<file path="config.mk">
export PLATFORM = sky130hd
export DESIGN_NAME = grid_frequency_response_dispatch_core
export DESIGN_NICKNAME = d
export VERILOG_FILES = /design/src/rtl/gfrd_pkg.sv /design/src/rtl/grid_frequency_response_dispatch_core.sv /design/src/rtl/gfrd_ctrl.sv /design/src/rtl/gfrd_datapath.sv
export VERILOG_INCLUDE_DIRS = /design/src /design/src/rtl
export SDC_FILE = /design/constraint.sdc
export NUM_CORES = 2
export LEC_CHECK = 0
export BUFFER_PORTS_ARGS = -buffer_cell sky130_fd_sc_hd__buf_2
export CELL_PAD_IN_SITES_DETAIL_PLACEMENT = 0
export CELL_PAD_IN_SITES_GLOBAL_PLACEMENT = 1
export CORE_UTILIZATION = 48
export DETAILED_ROUTE_END_ITERATION = 8
export HOLD_SLACK_MARGIN = 0.08
export PLACE_DENSITY_LB_ADDON = 0.08
export SLEW_MARGIN = 20
export SYNTH_ARGS = -nofsm -noshare
export SYNTH_HDL_FRONTEND = slang
export SYNTH_SLANG_ARGS = --single-unit
</file>
<file path="constraint.sdc">
create_clock -name clk -period 10.2 [get_ports clk]
set_clock_uncertainty 0.2 [all_clocks]
set_input_delay 1.02 -clock clk [delete_from_list [all_inputs] [get_ports clk]]
set_output_delay 1.02 -clock clk [all_outputs]
set_load 0.03 [all_outputs]
</file>
<file path="src/rtl/assert_macros.svh">
// Assertion helper macro for the RTL.
// No dependencies.
`ifndef ASSERT_MACROS_SVH
`define ASSERT_MACROS_SVH
// implication checked on every rising clock edge outside reset
`define ASSERT_IMPL(label, clk, rst_n, cond) \
    label: assert property (@(posedge clk) disable iff (!rst_n) cond) \
        else $error("assertion failed");
`endif

</file>
<file path="src/rtl/gfrd_pkg.sv">
// Package for the grid frequency response dispatch core.
// Types, constants and state codes; no dependencies.
`default_nettype none
package gfrd_pkg;
    localparam int MaxTurbines = 32;
    localparam logic signed [20:0] Nominal = 21'sd500000;

    typedef struct packed {
        logic        command;
        logic [19:0] frequency;
        logic [4:0]  turbine_index;
        logic        turbine_running;
        logic [15:0] turbine_power_kw;
        logic [15:0] turbine_min_kw;
        logic [15:0] turbine_max_kw;
    } in_word_t;

    typedef struct packed {
        logic [4:0]  unit_index;
        logic [15:0] setpoint_kw;
        logic [1:0]  fr_mode;
        logic [20:0] total_power_kw;
        logic        last;
    } out_word_t;

    typedef enum logic [1:0] {
        MODE_READY    = 2'd0,
        MODE_ACTIVE   = 2'd1,
        MODE_RECOVERY = 2'd2
    } mode_t;

    typedef enum logic [2:0] {
        ST_IDLE,
        ST_PI,
        ST_MAG,
        ST_RESP,
        ST_COUNT,
        ST_DIV,
        ST_WALK
    } ctrl_state_t;

    typedef struct packed {
        logic load;
        logic tick;
        logic pi;
        logic mag;
        logic resp;
        logic count_clr;
        logic count_step;
        logic div_start;
        logic walk_step;
    } cmd_t;

    typedef struct packed {
        logic div_done;
        logic idx_end;
    } status_t;

    localparam logic [1:0] RegRated = 2'd0;
    localparam logic [1:0] RegCount = 2'd1;
endpackage
`default_nettype wire

</file>
<file path="src/rtl/grid_frequency_response_dispatch_core.sv">
// Grid frequency response dispatch core.
// Channels: start/busy command input (word accepted when start & !busy),
// result output marked by strobe for one cycle; APB config port.
// A load word is taken while idle and gives no result. A tick word runs an
// integral step, the response steps (magnitude, then scale and clamp),
// a count pass over the walked records, a bit-serial divide of the
// response by the running count, then a walk step for each record; each
// result word is registered and appears in the cycle after its walk step.
// A new word is taken only once the tick is done and busy is low; with no
// running walked record the divide is cut short. The count pass, the
// bit-serial divider and the single table read port set the busy time.
// Results cannot be held off by the receiver.
// Reset clears mode, integral, running flags and registers to defaults;
// stored power reads as zero for a record until it is loaded.
// Register 0 (addr 0): rated_total_kw; register 1 (addr 4): turbine_count.
`default_nettype none
`include "assert_macros.svh"
module grid_frequency_response_dispatch_core #(
    parameter int MAX_TURBINES = gfrd_pkg::MaxTurbines
) (
    input  wire logic               clk,
    input  wire logic               rst_n,
    input  wire logic               start,
    input  wire gfrd_pkg::in_word_t in_word,
    output logic                    busy,
    output gfrd_pkg::out_word_t     result,
    output logic                    strobe,
    input  wire logic               psel,
    input  wire logic               penable,
    input  wire logic               pwrite,
    input  wire logic [2:0]         paddr,
    input  wire logic [31:0]        pwdata,
    output logic [31:0]             prdata,
    output logic                    pready
);
    logic [21:0] rated_reg;
    logic [5:0]  count_reg;
    gfrd_pkg::cmd_t cmd;
    gfrd_pkg::status_t status;
    logic [1:0] mode;

    assign pready = 1'b1;
    always_ff @(posedge clk or negedge rst_n)
    begin
        if (!rst_n)
        begin
            rated_reg <= 22'd100000;
            count_reg <= 6'd1;
        end
        else if (psel && penable && pwrite)
        begin
            if (paddr[2] == gfrd_pkg::RegRated[0] && paddr[1:0] == 2'd0)
                rated_reg <= pwdata[21:0];
            else if (paddr[2] == gfrd_pkg::RegCount[0] && paddr[1:0] == 2'd0)
                count_reg <= pwdata[5:0];
        end
    end
    always_comb
    begin
        prdata = '0;
        if (paddr[1:0] == 2'd0)
        begin
            if (paddr[2] == gfrd_pkg::RegRated[0]) prdata = 32'(rated_reg);
            else prdata = 32'(count_reg);
        end
    end

    gfrd_ctrl u_ctrl (
        .clk(clk), .rst_n(rst_n), .start(start), .command(in_word.command),
        .status(status), .cmd(cmd), .busy(busy)
    );

    gfrd_datapath #(.MAX_TURBINES(MAX_TURBINES)) u_dp (
        .clk(clk), .rst_n(rst_n), .in_word(in_word), .cmd(cmd),
        .rated_total_kw(rated_reg), .turbine_count(count_reg),
        .status(status), .result(result), .strobe(strobe), .mode(mode)
    );

    `ASSERT_IMPL(a_strobe_busy, clk, rst_n, strobe |-> $past(busy))
    `ASSERT_IMPL(a_mode_legal, clk, rst_n, mode != 2'd3)
    `ASSERT_IMPL(a_load_no_result, clk, rst_n, (start && !busy && !in_word.command) |=> !strobe)
endmodule
`default_nettype wire

</file>
<file path="src/rtl/gfrd_ctrl.sv">
// Controller state machine of the dispatch core.
// Uses gfrd_pkg; drives gfrd_datapath through cmd_t / status_t.
`default_nettype none
module gfrd_ctrl (
    input  wire logic              clk,
    input  wire logic              rst_n,
    input  wire logic              start,
    input  wire logic              command,
    input  wire gfrd_pkg::status_t status,
    output gfrd_pkg::cmd_t         cmd,
    output logic                   busy
);
    gfrd_pkg::ctrl_state_t state_reg, state_next;

    always_ff @(posedge clk or negedge rst_n)
    begin
        if (!rst_n)
            state_reg <= gfrd_pkg::ST_IDLE;
        else
            state_reg <= state_next;
    end

    always_comb
    begin
        state_next = state_reg;
        cmd = '0;
        busy = 1'b1;
        case (state_reg)
            gfrd_pkg::ST_IDLE:
            begin
                busy = 1'b0;
                if (start)
                begin
                    if (command)
                    begin
                        cmd.tick = 1'b1;
                        state_next = gfrd_pkg::ST_PI;
                    end
                    else
                        cmd.load = 1'b1;
                end
            end
            gfrd_pkg::ST_PI:
            begin
                cmd.pi = 1'b1;
                cmd.count_clr = 1'b1;
                state_next = gfrd_pkg::ST_MAG;
            end
            gfrd_pkg::ST_MAG:
            begin
                cmd.mag = 1'b1;
                state_next = gfrd_pkg::ST_RESP;
            end
            gfrd_pkg::ST_RESP:
            begin
                cmd.resp = 1'b1;
                state_next = gfrd_pkg::ST_COUNT;
            end
            gfrd_pkg::ST_COUNT:
            begin
                cmd.count_step = 1'b1;
                if (status.idx_end)
                begin
                    cmd.div_start = 1'b1;
                    state_next = gfrd_pkg::ST_DIV;
                end
            end
            gfrd_pkg::ST_DIV:
            begin
                if (status.div_done)
                    state_next = gfrd_pkg::ST_WALK;
            end
            gfrd_pkg::ST_WALK:
            begin
                cmd.walk_step = 1'b1;
                if (status.idx_end)
                    state_next = gfrd_pkg::ST_IDLE;
            end
            default:
                state_next = gfrd_pkg::ST_IDLE;
        endcase
    end
endmodule
`default_nettype wire

</file>
<file path="src/rtl/gfrd_datapath.sv">
// Datapath of the dispatch core: turbine table, mode/PI logic, divider, walk.
// Uses gfrd_pkg; sequenced by gfrd_ctrl.
`default_nettype none
module gfrd_datapath #(
    parameter int MAX_TURBINES = gfrd_pkg::MaxTurbines
) (
    input  wire logic               clk,
    input  wire logic               rst_n,
    input  wire gfrd_pkg::in_word_t in_word,
    input  wire gfrd_pkg::cmd_t     cmd,
    input  wire logic [21:0]        rated_total_kw,
    input  wire logic [5:0]         turbine_count,
    output gfrd_pkg::status_t       status,
    output gfrd_pkg::out_word_t     result,
    output logic                    strobe,
    output logic [1:0]              mode
);
    localparam int WalkMax = (MAX_TURBINES < 32) ? MAX_TURBINES : 32;
    localparam int IdxW = (WalkMax > 1) ? $clog2(WalkMax) : 1;
    // ceil(2^22 / 5) and ceil(2^32 / 125) for reciprocal scaling
    localparam logic [19:0] Recip5 = 20'd838861;
    localparam logic [25:0] Recip125 = 26'd34359739;

    logic [WalkMax-1:0] running_reg;
    logic [WalkMax-1:0] loaded_reg;
    logic [15:0] power_mem [WalkMax];
    logic [15:0] min_mem [WalkMax];
    logic [15:0] max_mem [WalkMax];
    logic [15:0] pow_q, min_q, max_q;
    logic [15:0] pow_rd, min_rd, max_rd;

    gfrd_pkg::mode_t mode_reg;
    logic signed [39:0] integ_reg;
    logic signed [20:0] dev_reg;
    logic signed [19:0] resp_reg;
    logic [5:0] walk_reg;
    logic [5:0] idx_reg;
    logic [5:0] nrun_reg;
    logic signed [18:0] per_reg;
    logic [20:0] total_reg;

    // divider state: |resp| / n, restoring, one bit per cycle
    logic [18:0] quo_reg;
    logic [18:0] rem_reg;
    logic [4:0]  dcnt_reg;
    logic        dbusy_reg;
    logic        dneg_reg;

    gfrd_pkg::out_word_t result_reg;
    logic strobe_reg;

    // ---- tick: deviation and mode ----
    logic signed [20:0] dev_in;
    logic [20:0] ad_in;
    gfrd_pkg::mode_t mode_next;
    logic clr_integ;
    assign dev_in = $signed({1'b0, in_word.frequency}) - gfrd_pkg::Nominal;
    assign ad_in = dev_in[20] ? 21'(-dev_in) : dev_in;

    always_comb
    begin
        mode_next = mode_reg;
        clr_integ = 1'b0;
        case (mode_reg)
            gfrd_pkg::MODE_READY:
                if (ad_in > 21'd1000) mode_next = gfrd_pkg::MODE_ACTIVE;
            gfrd_pkg::MODE_ACTIVE:
                if (ad_in < 21'd200) mode_next = gfrd_pkg::MODE_RECOVERY;
            gfrd_pkg::MODE_RECOVERY:
                if (ad_in < 21'd30)
                begin
                    mode_next = gfrd_pkg::MODE_READY;
                    clr_integ = 1'b1;
                end
            default:
                mode_next = gfrd_pkg::MODE_READY;
        endcase
    end

    // ---- PI stage (cycle after tick) ----
    logic [20:0] ad_reg;
    logic signed [41:0] sum_w;
    logic signed [39:0] integ_new;
    localparam logic signed [41:0] ILim = 42'sd549755813887;
    assign sum_w = 42'(integ_reg) + 42'(dev_reg);
    always_comb
    begin
        integ_new = integ_reg;
        if (ad_reg > 21'd50)
        begin
            if (sum_w > ILim) integ_new = 40'(ILim);
            else if (sum_w < -ILim) integ_new = 40'(-ILim);
            else integ_new = 40'(sum_w);
        end
    end

    // ---- response: magnitude cycle, then scale and clamp cycle ----
    logic signed [30:0] d375_w;
    logic signed [42:0] num_w;
    logic [41:0] mag_w;
    logic [39:0] lim_prod_w;
    logic [41:0] mag_reg;
    logic        neg_reg;
    logic [17:0] lim_reg;
    logic [50:0] q_prod_w;
    logic [18:0] q_w;
    logic [18:0] qc_w;
    logic signed [19:0] resp_w;
    assign d375_w = 31'(dev_reg) * 31'sd375;
    assign num_w = -(43'(d375_w) + 43'($signed({integ_reg, 1'b0})));
    assign mag_w = num_w[42] ? 42'(-num_w) : 42'(num_w);
    assign lim_prod_w = 40'(rated_total_kw[21:2]) * 40'(Recip5);
    // exact for magnitudes below 2^25; anything above exceeds every limit
    assign q_prod_w = 51'(mag_reg[24:0]) * 51'(Recip125);
    assign q_w = q_prod_w[50:32];
    always_comb
    begin
        qc_w = q_w;
        if ((|mag_reg[41:25]) || (q_w > 19'(lim_reg))) qc_w = 19'(lim_reg);
        resp_w = neg_reg ? -$signed({1'b0, qc_w}) : $signed({1'b0, qc_w});
        if (mode_reg == gfrd_pkg::MODE_READY) resp_w = '0;
    end

    // ---- table ----
    logic [IdxW-1:0] ridx;
    logic [IdxW-1:0] rd_idx;
    logic idx_end;
    assign ridx = idx_reg[IdxW-1:0];
    // prefetch the next record while the walk consumes the current one
    assign rd_idx = (cmd.walk_step && !idx_end) ? IdxW'(idx_reg + 6'd1) : '0;

    always_ff @(posedge clk or negedge rst_n)
    begin
        if (!rst_n)
        begin
            running_reg <= '0;
            loaded_reg <= '0;
        end
        else if (cmd.load && (32'(in_word.turbine_index) < WalkMax))
        begin
            running_reg[in_word.turbine_index[IdxW-1:0]] <= in_word.turbine_running;
            loaded_reg[in_word.turbine_index[IdxW-1:0]] <= 1'b1;
        end
    end

    logic [15:0] sp_w;
    always_ff @(posedge clk)
    begin
        if (cmd.load && (32'(in_word.turbine_index) < WalkMax))
        begin
            power_mem[in_word.turbine_index[IdxW-1:0]] <= in_word.turbine_power_kw;
            min_mem[in_word.turbine_index[IdxW-1:0]] <= in_word.turbine_min_kw;
            max_mem[in_word.turbine_index[IdxW-1:0]] <= in_word.turbine_max_kw;
        end
        else if (cmd.walk_step && walk_reg != 6'd0 && running_reg[ridx])
            power_mem[ridx] <= sp_w;
        pow_q <= power_mem[rd_idx];
        min_q <= min_mem[rd_idx];
        max_q <= max_mem[rd_idx];
    end
    assign pow_rd = loaded_reg[ridx] ? pow_q : '0;
    assign min_rd = min_q;
    assign max_rd = max_q;

    // setpoint
    logic signed [19:0] p_w;
    always_comb
    begin
        p_w = $signed({4'b0, pow_rd}) + 20'(per_reg);
        if (p_w > $signed({4'b0, max_rd})) p_w = $signed({4'b0, max_rd});
        if (p_w < $signed({4'b0, min_rd})) p_w = $signed({4'b0, min_rd});
        sp_w = running_reg[ridx] ? p_w[15:0] : pow_rd;
    end

    assign idx_end = (walk_reg == 6'd0) || (idx_reg + 6'd1 >= walk_reg);
    assign status.idx_end = idx_end;
    assign status.div_done = !dbusy_reg && !cmd.div_start;

    logic [18:0] rem_sh;
    assign rem_sh = {rem_reg[17:0], quo_reg[18]};

    always_ff @(posedge clk or negedge rst_n)
    begin
        if (!rst_n)
        begin
            mode_reg <= gfrd_pkg::MODE_READY;
            integ_reg <= '0;
            strobe_reg <= 1'b0;
            dbusy_reg <= 1'b0;
            idx_reg <= '0;
            nrun_reg <= '0;
            walk_reg <= '0;
            total_reg <= '0;
        end
        else
        begin
            strobe_reg <= cmd.walk_step && (walk_reg != 6'd0);
            if (cmd.tick)
            begin
                mode_reg <= mode_next;
                if (clr_integ) integ_reg <= '0;
                dev_reg <= dev_in;
                ad_reg <= ad_in;
                walk_reg <= (turbine_count > 6'(WalkMax)) ? 6'(WalkMax) : turbine_count;
            end
            if (cmd.pi)
            begin
                if (mode_reg != gfrd_pkg::MODE_READY) integ_reg <= integ_new;
            end
            if (cmd.mag)
            begin
                mag_reg <= mag_w;
                neg_reg <= num_w[42];
                lim_reg <= lim_prod_w[39:22];
            end
            if (cmd.resp)
                resp_reg <= resp_w;
            if (cmd.count_clr)
            begin
                idx_reg <= '0;
                nrun_reg <= '0;
            end
            if (cmd.count_step)
            begin
                if (walk_reg != 6'd0 && running_reg[ridx]) nrun_reg <= nrun_reg + 6'd1;
                idx_reg <= idx_end ? 6'd0 : idx_reg + 6'd1;
            end
            if (cmd.div_start)
            begin
                dbusy_reg <= 1'b1;
                dcnt_reg <= '0;
                rem_reg <= '0;
                dneg_reg <= resp_reg[19];
                quo_reg <= resp_reg[19] ? 19'(-resp_reg) : 19'(resp_reg);
                total_reg <= '0;
            end
            else if (dbusy_reg)
            begin
                if (nrun_reg == 6'd0)
                begin
                    dbusy_reg <= 1'b0;
                    per_reg <= '0;
                end
                else
                begin
                    if (rem_sh >= 19'(nrun_reg))
                    begin
                        rem_reg <= rem_sh - 19'(nrun_reg);
                        quo_reg <= {quo_reg[17:0], 1'b1};
                    end
                    else
                    begin
                        rem_reg <= rem_sh;
                        quo_reg <= {quo_reg[17:0], 1'b0};
                    end
                    dcnt_reg <= dcnt_reg + 5'd1;
                    if (dcnt_reg == 5'd18) dbusy_reg <= 1'b0;
                end
            end
            else if (!cmd.walk_step && !cmd.count_step)
                per_reg <= dneg_reg ? -$signed({1'b0, quo_reg[17:0]})
                                    : $signed({1'b0, quo_reg[17:0]});
            if (cmd.walk_step && walk_reg != 6'd0)
            begin
                result_reg.unit_index <= idx_reg[4:0];
                result_reg.setpoint_kw <= sp_w;
                result_reg.fr_mode <= mode_reg;
                result_reg.total_power_kw <= total_reg + 21'(sp_w);
                result_reg.last <= idx_end;
                total_reg <= total_reg + 21'(sp_w);
                idx_reg <= idx_end ? 6'd0 : idx_reg + 6'd1;
            end
        end
    end

    assign result = result_reg;
    assign strobe = strobe_reg;
    assign mode = mode_reg;
endmodule
`default_nettype wire
</file>
==> metrics <==
setup_tns 0 ns; worst reg2reg path depth 50; vias per std cell roughly 5.9; Clk Latency, worst-skew pair 0.88 ns; final clock period utilization by the worst path 99.8%; antenna violation net count after detailed routing 0; min-delay worst type primary input to flip-flop; Crit path largest cell delay 0.54 ns; primary flip-flop cell chosen by synthesis mapping sky130_fd_sc_hd__edfxtp_1; Total Routed Length about 340000 um; GRT Util Overall between 20 and 30%; Max Buffers Root-to-Sink 3; clk sinks ~2000; layout filler cell count approximately 20000; antenna violations before repair 39; endpoint of the worst-slack reg-to-reg timing path u_dp.total_reg[20]$_DFFE_PN0P_; final std cells w/o fill 12900; finished layout cell area 127000 um^2; highest fanout seen on the critical path 7; Leak Pwr roughly 49 nW; minimum clock period around 10 ns; launch point of the worst hold path pwdata[0]; element type at the critical path start flip-flop; Net Sw Power around 8 mW; highest clock frequency the design can meet around 98 MHz; net count of the finished layout approximately 11000; Detailed Route Iter0 Violations around 6900; status complete, no violations; cell area after synthesis between 100000 and 150000 um^2; standard cell area after detailed placement ~120000 um^2; share of async-settable or async-resettable flops after synthesis 8.94%; register bit total from synthesis roughly 2000; final weighted congestion of routability-driven global placement around 0.92; hpwl dp 230000 um; number of cells produced by synthesis ~9300; clock tree from TritonCTS built; # H-tree levels 4; measured slew at the worst slew-check pin approximately 1.1 ns; commonest cells after routing, fill and taps aside sky130_fd_sc_hd__edfxtp_1, sky130_fd_sc_hd__inv_1, sky130_fd_sc_hd__nand2_1, sky130_fd_sc_hd__ha_1, sky130_fd_sc_hd__fa_1; cell at the root of the clock tree sky130_fd_sc_hd__clkbuf_16; worst-case register-to-register setup slack 0.02 ns; final routed DRC violation total 0; # port buffers about 170; Pwr Density between 150 and 200 nW/um^2; share of cells above drive strength 1 roughly 14%; YS warnings 0; Final Hold Violating Endpoints 0; signed area change from the synthesized netlist to the final layout 13.5%; Post-synth EDFFs approximately 1800; most frequent CP cell sky130_fd_sc_hd__a21oi_2; setup repair after global routing missed its margin true; number of standard-cell rows in the floorplan roughly 180; die width about 490 um; mean instance size in the synthesized netlist around 12 um^2; combinational group share of total power roughly a third; IO Count between 150 and 200; pin count of the biggest net entering global routing between 100 and 150; tightest slew margin relative to the limit around a quarter; number of slew-limit violations in the final report 0; first-pass GRT wire length just over 500000 um; Placed Cells roughly 12000; internal power around 17 mW; endpoint class of the critical path flip-flop; clock share of power 31.1%; area enclosed by the die boundary around 240000 um^2; number of search-and-repair iterations in the first detailed-routing pass 8; slowest cell on the critical path sky130_fd_sc_hd__or4_4; Max Cap Viol 0; Die Y-Extent 486 um; Crit Path Class flip-flop to flip-flop; CP Data Arrival Time 10.72 ns; final setup fails 0; sequential area share after synthesis 52.0%; Reg power frac between 30% and 40%; Hold Path Depth 2; clock transition time at the flip-flop clock pins of the worst setup and hold paths 0.07 ns; Initial Util approximately half; routed len/inst ~27 um; total overflow reported by the global router 0; hold endpoint rated_reg[0]$_DFFE_PN0P_; clock buffer count from CTS approximately 210; via count of the routed design 75700; Crit Reg-Reg Startpoint u_dp.idx_reg[0]$_DFFE_PN0P_; required time at the worst-slack endpoint 10.74 ns; IR Drop Worst-Case VDD between 0.5 and 0.6 mV; most common library cell in the layout ignoring fill and taps sky130_fd_sc_hd__edfxtp_1; library cells used by synthesis between 100 and 150; number of global-route vias before repair ~75000; core area approximately 230000 um^2; switching share of power 31.6%
## power by group through the flow
stage / Clock [mW] / Sequential (mW) / Combinational, mW
after floorplan: 0 / 9.43 / 5.73
after global placement: 0 / 9.47 / 7.85
final: 7.72 / 9.30 / 7.84
after global routing: 8.13 / 9.30 / 9.05
after detailed placement: 0 / 9.47 / 7.91
after CTS: 7.83 / 9.30 / 8.02
## layout make-up
type	count	area (um^2)	share of cell area [%]
antenna	10	25.0	0.0196
sequential	1991	58400	45.8
clock inverter	117	1400	1.10
multi-input combinational	5843	49900	39.1
timing repair buffer	625	4500	3.53
inverter	1016	3820	3.00
tap	3043	3810	2.99
clock buffer	276	5600	4.39
## logic make-up (layout without fill, tap and decap cells)
family,after synthesis,count (layout),synth area share [%]
DFF,1991,1991,52.0
other,2,22,0.00669
AOI/OAI and AO/OA,1754,1754,10.8
and+or+nand+nor,2184,2184,9.41
adders and majority gates,1248,1248,17.1
buffers and inverters,1456,2034,4.97
muxes,375,375,3.50
xor gates and xnor gates,270,270,2.12
## critical path, delay by kind of cell (launching register included)
kind / cells / cell delay (ns)
adder cells (fa/ha/maj): 5 / 1.47
XOR/XNOR: 1 / 0.09
AND/OR/NAND/NOR: 12 / 2.23
multiplexers: 4 / 0.99
buffers and inverters: 5 / 0.78
flip-flops: 1 / 0.51
AO/OA/AOI/OAI: 23 / 3.77
## synthesized netlist by cell type (27+ instances only)
master / n / area share [%]
sky130_fd_sc_hd__nor3_1: 90 / 0.40
sky130_fd_sc_hd__a21oi_1: 223 / 0.99
sky130_fd_sc_hd__nor4_1: 33 / 0.18
sky130_fd_sc_hd__xor2_1: 104 / 0.81
sky130_fd_sc_hd__a22o_1: 28 / 0.22
sky130_fd_sc_hd__and3_1: 27 / 0.15
sky130_fd_sc_hd__nand3_1: 369 / 1.6
sky130_fd_sc_hd__buf_1: 29 / 0.097
sky130_fd_sc_hd__ha_1: 765 / 8.5
sky130_fd_sc_hd__o311ai_0: 52 / 0.41
sky130_fd_sc_hd__fa_1: 483 / 8.6
sky130_fd_sc_hd__nor2b_1: 74 / 0.41
sky130_fd_sc_hd__mux2i_1: 305 / 2.7
sky130_fd_sc_hd__dfrtp_1: 171 / 3.8
sky130_fd_sc_hd__dfxtp_1: 48 / 0.86
sky130_fd_sc_hd__clkbuf_1: 352 / 1.2
sky130_fd_sc_hd__o21a_1: 33 / 0.22
sky130_fd_sc_hd__a211oi_1: 198 / 1.3
sky130_fd_sc_hd__o21ai_0: 379 / 1.7
sky130_fd_sc_hd__nand2_1: 794 / 2.7
sky130_fd_sc_hd__or3_1: 77 / 0.43
sky130_fd_sc_hd__o221ai_1: 107 / 0.83
sky130_fd_sc_hd__o211ai_1: 70 / 0.47
sky130_fd_sc_hd__or2_2: 54 / 0.30
sky130_fd_sc_hd__o21ai_1: 51 / 0.23
sky130_fd_sc_hd__a32oi_1: 49 / 0.38
sky130_fd_sc_hd__nor2_1: 320 / 1.1
sky130_fd_sc_hd__o31ai_1: 30 / 0.20
sky130_fd_sc_hd__a31oi_1: 130 / 0.72
sky130_fd_sc_hd__xnor2_1: 164 / 1.3
sky130_fd_sc_hd__inv_1: 1013 / 3.4
sky130_fd_sc_hd__and2_1: 109 / 0.61
sky130_fd_sc_hd__buf_2: 45 / 0.20
sky130_fd_sc_hd__a21o_1: 125 / 0.84
sky130_fd_sc_hd__o2bb2ai_1: 51 / 0.40
sky130_fd_sc_hd__edfxtp_1: 1765 / 47
sky130_fd_sc_hd__nand4_1: 92 / 0.51
sky130_fd_sc_hd__a2bb2oi_1: 44 / 0.34
sky130_fd_sc_hd__nand2b_1: 40 / 0.22
sky130_fd_sc_hd__mux2_2: 61 / 0.61
## how the worst max path moves through the flow
stage / from / to / slack [ns] / cells past startpoint
final: u_dp.idx_reg[0]$_DFFE_PN0P_ / u_dp.total_reg[20]$_DFFE_PN0P_ / 0.02 / 50
after global routing: u_dp.idx_reg[0]$_DFFE_PN0P_ / u_dp.result[21]$_DFFE_PP_ / -0.38 / 50
after CTS: u_dp.mag_reg[14]$_DFFE_PP_ / u_dp.resp_reg[12]$_SDFFCE_PP0P_ / 0.01 / 43
after detailed placement: u_dp.idx_reg[0]$_DFFE_PN0P_ / u_dp.total_reg[20]$_DFFE_PN0P_ / -0.77 / 51
after global placement: u_dp.idx_reg[0]$_DFFE_PN0P_ / u_dp.total_reg[19]$_DFFE_PN0P_ / -0.71 / 50
after floorplan: u_dp.idx_reg[0]$_DFFE_PN0P_ / u_dp.result[21]$_DFFE_PP_ / 0.02 / 54
## timing repair
item | CTS | global route
endpoints found under the hold margin | 21 | 0
pin swaps | 34 | 85
hold buffers | 1 | 0
gates resized for setup | 54 | 147
cloned | 0 | 0
buffers inserted | 13 | 36
endpoints found under the setup margin | 34 | 47
## per-layer routing
metal  up-vias  track usage [%]  routed length, um
met5         -                0                 45
li1      34500                -                  -
met3       465             4.07              22700
met1     38300             40.8             150000
met2      2471             46.8             161000
met4         8             7.76               9820
## through the flow
step	power (mW)	utilization (%)	hold WS [ns]	worst slack [ns]
2_1_floorplan	15.2	-	0.223	0.0156
3_3_place_gp	17.3	51.2	0.245	-0.711
3_5_place_dp	17.4	51.2	0.248	-0.767
4_1_cts	25.1	54.4	0.121	0.0149
5_1_grt	26.5	54.8	0.166	-0.375
6_report	24.9	54.8	0.203	0.0235
Note: power is estimated with default switching activity, not from simulation.
